==> config.mk <==
export PLATFORM = sky130hd
export DESIGN_NAME = v3mu_div_cell
export DESIGN_NICKNAME = d
export VERILOG_FILES = /design/src/hdl/v3mu_div_cell.sv
export SDC_FILE = /design/constraint.sdc
export NUM_CORES = 1
export LEC_CHECK = 0
export BUFFER_PORTS_ARGS = -buffer_cell sky130_fd_sc_hd__buf_2
export CAP_MARGIN = 40
export CELL_PAD_IN_SITES_DETAIL_PLACEMENT = 2
export CELL_PAD_IN_SITES_GLOBAL_PLACEMENT = 2
export CORE_ASPECT_RATIO = 1.5
export CORE_MARGIN = 10
export CORE_UTILIZATION = 25
export CTS_CLUSTER_SIZE = 28
export DETAILED_ROUTE_END_ITERATION = 7
export PLACE_DENSITY = 0.82
export SYNTH_ARGS = -nofsm -noshare
export SYNTH_HDL_FRONTEND = slang
export SYNTH_SLANG_ARGS = --single-unit
==> constraint.sdc <==
create_clock -name i_clk -period 3.73 [get_ports i_clk]
set_input_delay 0.5595 -clock i_clk [delete_from_list [all_inputs] [get_ports i_clk]]
set_output_delay 0.5595 -clock i_clk [all_outputs]
set_load 0.05 [all_outputs]
==> src/hdl/v3mu_div_cell.sv <==
module v3mu_div_cell #(
    parameter int DW = 32,
    parameter int NW = 48
) (
    input  logic            i_clk,
    input  logic [DW:0]     i_rem,
    input  logic [NW-1:0]   i_n,
    input  logic [NW-1:0]   i_q,
    input  logic [DW-1:0]   i_den,
    output logic [DW:0]     o_rem,
    output logic [NW-1:0]   o_n,
    output logic [NW-1:0]   o_q,
    output logic [DW-1:0]   o_den
);
    logic [DW:0]   w_t;
    logic [DW:0]   n_rem, r_rem;
    logic [NW-1:0] n_q, r_q, r_n;
    logic [DW-1:0] r_den;

    always_comb begin
        w_t = {i_rem[DW-1:0], i_n[NW-1]};
        if (w_t >= {1'b0, i_den}) begin
            n_rem = w_t - {1'b0, i_den};
            n_q = {i_q[NW-2:0], 1'b1};
        end else begin
            n_rem = w_t;
            n_q = {i_q[NW-2:0], 1'b0};
        end
    end

    always_ff @(posedge i_clk) begin
        r_rem <= n_rem;
        r_q   <= n_q;
        r_n   <= {i_n[NW-2:0], 1'b0};
        r_den <= i_den;
    end

    assign o_rem = r_rem;
    assign o_n   = r_n;
    assign o_q   = r_q;
    assign o_den = r_den;

endmodule

# --- Yosys cells after proc, flatten, opt, wreduce, memory -nomap -nowiden ---
# Cells that the tools add are included.
classes:
  n_addsub: 1
  n_lt_le_gt_ge: 1
  muxes: 2
op_table:
  columns: ["op", "n"]
  rows:
  - ["33-bit by 32-bit greater-or-equal comparator with 1-bit output", 1]
  - ["33-bit two-way mux", 1]
  - ["33-bit by 32-bit subtractor with 33-bit output", 1]
  - ["1-bit two-way mux", 1]
word_totals:
  register_bits: 160
  in_bits: 162
  out_inout_bits: 161
  word_cells: 8

# --- Logic depth before layout (Yosys ltp) ---
logic_depth:
  depth_word: 2
  ltp_mapped: 12

# --- Worst setup path before layout ---
# No wires, ideal clock.
synth_path:
  path_kind: "in2reg"
  startpoint: "input port i_den[6]"
  endpoint: "register r_rem[26] (netlist: o_rem[26])"
  setup_time_ns: 0.121
  t_arrival_ns: 2.908
  t_required_ns: 3.609
  slack_ns: 0.701
  cell_stages: 11
  path_cell_list: "inv_1 ha_1 a211o_1 o211ai_1 a21oi_1 or3_4 a31oi_4 o21ai_2 a31oi_4 buf_6 mux2_2"
synth_between:
  elab_chain_len: 2
  elab_cells_between_ends: 3
  cone_classes: "1 x add/sub; 1 x order compare; 1 x mux"
synth_rtl:
  columns: ["element", "line_no", "rtl"]
  rows:
  - ["from (decl)", "9", "input logic [DW-1:0] i_den,"]
  - ["33-bit by 32-bit subtractor with 33-bit output or 33-bit by 32-bit greater-or-equal comparator with 1-bit output (tied branches)", "23, 22", null]
  - ["33-bit two-way mux *", "22", "if (w_t >= {1'b0, i_den}) begin"]
  - ["named net n_rem[26]", "16", "logic [DW:0] n_rem, r_rem;"]
  - ["to (signal assigned)", "32", "r_rem <= n_rem;"]
  - ["to (decl)", "16", null]
# The timed path passes the listed nets; every way through them passes the cells marked *.

# --- Worst setup path in the final report ---
layout_path:
  startpoint: "input port i_den[1]"
  endpoint: "register r_rem[14] (netlist: o_rem[14])"
# Same word-level chain as after synthesis.

==> impl_metrics.env <==
export IMPL_maxCapViolCount=0
export IMPL_first_pass_iters=4
export IMPL_fp_dieW_um=142
export IMPL_syn_avg_cell_area_sq_um=11.2
export IMPL_port_buffers=319
export IMPL_async_flop_share_pct=0
export IMPL_drc=0
export IMPL_synthesis_nets=695
export IMPL_tns_ps=0
export IMPL_power_switching_mw=1.72
export IMPL_p_per_area_mw_per_mm2=614
export IMPL_synthMuxAreaShare_pct=6.72
export IMPL_power_leakage_nw=4.05
export IMPL_grt_pass1_vias=5612
export IMPL_num_fill_cells=2428
export IMPL_initial_core_util_pct=25.6
export IMPL_core_sq_mm=0.0218
export IMPL_synth_top_area_share_pct=57.4
export IMPL_synthXorXnorAreaFrac_pct=3.77
export IMPL_combPwrFrac_pct=25.8
export IMPL_clk_pin_slew_ps=70
export IMPL_maxClockFrequency_mhz=327
export IMPL_overflow=0
export IMPL_cts_inserted_buffers=17
export IMPL_peakVddDrop_v=0.000307
export IMPL_cts_setup_buffers=0
export IMPL_clockPowerShare_pct=36.1
export IMPL_postRouteAntennaNets=0
export IMPL_synth_cell_types=55
export IMPL_cts_tree="done"
export IMPL_totalWireLength_mm=24.2
export IMPL_yosys_top_cells_area="dfxtp_1 (57%), ha_1 (7.2%), mux2_2 (5.4%)"
export IMPL_cp_arrival_ps=3370
export IMPL_cp_end_kind="register"
export IMPL_slew_headroom_pct=61.2
export IMPL_pre_cts_ws_ps=198
export IMPL_ctsHoldBuffers=0
export IMPL_synthTopCellsByCount="dfxtp_1 (160), inv_1 (44), ha_1 (32)"
export IMPL_worstSetupStartpointType="input port"
export IMPL_grt_max_degree=32
export IMPL_worst_pin_slew_ps=577
export IMPL_wire_per_inst_um=21.6
export IMPL_synthFlopType="dfxtp_1"
export IMPL_synth_adder_area_share_pct=7.53
export IMPL_setup_viol=0
export IMPL_rows=66
export IMPL_yosysWarnings=0
export IMPL_post_synth_top_count_cell="dfxtp_1"
export IMPL_synth_area_sq_mm=0.00558
export IMPL_dp_hpwl_mm=19.7
export IMPL_seq_power_share_pct=38.1
export IMPL_p_int_mw=3.27
export IMPL_yosysSeqAreaShare_pct=57.4
export IMPL_crit_required_ps=4040
export IMPL_synth_edf_count=0
export IMPL_crit_path_start="i_den[1]"
export IMPL_clk_path_buf_depth=2
export IMPL_nNetsFinal=1027
export IMPL_maxSlewViolCount=0
export IMPL_fin_ws_ps=674
export IMPL_root_buffer="clkbuf_16"
export IMPL_hp_class="input port to register"
export IMPL_grt_first_pass_wirelength_mm=35.5
export IMPL_synth_compound_area_share_pct=12.5
export IMPL_area_growth_pct=45.4
export IMPL_grt_setup_unrepaired="false"
export IMPL_worstPathMaxFanout=31
export IMPL_synth_seq_cells=160
export IMPL_syn_inst=500
export IMPL_synth_top_family_by_area="compound AO/OA/AOI/OAI gates"
export IMPL_min_from="i_q[28]"
export IMPL_io_pins=323
export IMPL_yosys_area_top_type="dfxtp_1"
export IMPL_clock_sinks=160
export IMPL_h_tree_depth=4
export IMPL_outcome="finished clean"
export IMPL_synth_simple_area_share_pct=7.69
export IMPL_period_needed_ps=3060
export IMPL_antenna_found_initial=4
export IMPL_detail_route_iter0_violations=113
export IMPL_p_sw_share_pct=34.4
export IMPL_die_h_um=203
export IMPL_drive_gt1_share_pct=46.3
export IMPL_dr_total_vias=5057
export IMPL_min_period_over_period_pct=81.9
export IMPL_path_class="input port to register"
export IMPL_grt_usage_pct=16.3
export IMPL_die_area_sq_mm=0.0288
export IMPL_hold_violations=0
export IMPL_drt_vias_per_instance=4.52
export IMPL_gp_congestion=0.748
export IMPL_cts_resized_gates=0
## layer usage
| metal | track usage [%] | part of all wire, % |
|---|---|---|
| met1 | 14.2 | 32 |
| met2 | 31.9 | 57 |
| met3 | 6.80 | 9.3 |
| met4 | 5.64 | 1.3 |
| met5 | 0 | 0.054 |
## worst paths after layout
kind	end	cells after the start
worst min-delay path	o_q[29]$_DFF_P_	1
worst max-delay path	o_rem[14]$_DFF_P_	12
## stage by stage
stage | total power, mW | utilization (%) | hold slack, ps | instances | instance area [sq um]
3_5_place_dp | 3.23 | 34.5 | 663 | 1085 | 7510
4_1_cts | 5.07 | 37.2 | 201 | 1116 | 8110
6_report | 4.98 | 37.2 | 229 | 1118 | 8120
2_1_floorplan | 2.84 | - | 587 | 500 | 5580
5_1_grt | 5.23 | 37.2 | 199 | 1118 | 8120
3_3_place_gp | 3.20 | 34.5 | 662 | 1085 | 7510
## area by class of cell
type	instances	area, sq um	area share [%]
Tap cell	272	340	4.19
Clock inverter	12	146	1.80
Multi-Input combinational cell	282	2130	26.3
Timing Repair Buffer	327	1670	20.6
Antenna cell	2	5.00	0.0617
Sequential cell	160	3200	39.5
Clock buffer	19	453	5.58
Inverter	44	165	2.03
## state kept, by name (all words and copies together) (netlist names)
name / flops
o_rem: 33
o_n: 47
o_q: 48
o_den: 32
## power groups by stage
stage	registers [mW]	logic (mW)	clock network, mW
after global placement	1.93	1.27	0
after global routing	1.91	1.38	1.94
after floorplan	2.47	0.364	0
after CTS	1.90	1.31	1.86
after detailed placement	1.94	1.30	0
final	1.90	1.29	1.80
## placed cells by master, fill, tap and decap left out, types with 3 or more instances in the layout
cell type | netlist | layout
a211o_1 | 3 | 3
mux2_2 | 27 | 27
a21o_1 | 11 | 11
xnor2_1 | 12 | 12
and3_1 | 5 | 5
nand2_1 | 23 | 23
nor2b_1 | 7 | 7
o21a_1 | 3 | 3
buf_2 | 1 | 319
buf_4 | 1 | 7
mux2i_1 | 6 | 6
ha_1 | 32 | 32
clkbuf_16 | 0 | 17
inv_6 | 0 | 4
a21oi_1 | 28 | 28
inv_1 | 44 | 44
xor2_1 | 12 | 12
nand4_1 | 5 | 5
nand3_1 | 8 | 8
nor3_1 | 3 | 3
o21ai_0 | 24 | 24
nor2_1 | 20 | 20
a31oi_1 | 6 | 6
o21bai_1 | 6 | 6
dfxtp_1 | 160 | 160
a21boi_0 | 3 | 3
## worst max-delay path: stages
cell     delay [ps]
buf_2           110
inv_1            50
ha_1            280
nor2b_1         160
o31ai_1         390
a21oi_1         140
or3_4           390
a31oi_4         260
o21ai_2         150
a31oi_4         220
buf_12          240
mux2_2          370
## cell families (layout without fill, tap and decap cells)
logic type / Yosys count / after routing
compound gates: 105 / 105
xor+xnor: 24 / 24
fa+ha+maj: 33 / 33
buf+inv: 58 / 402
flops: 160 / 160
mux: 34 / 34
other cells: 1 / 3
simple gates: 85 / 85
No activity file was read; power rests on OpenSTA's default activity.
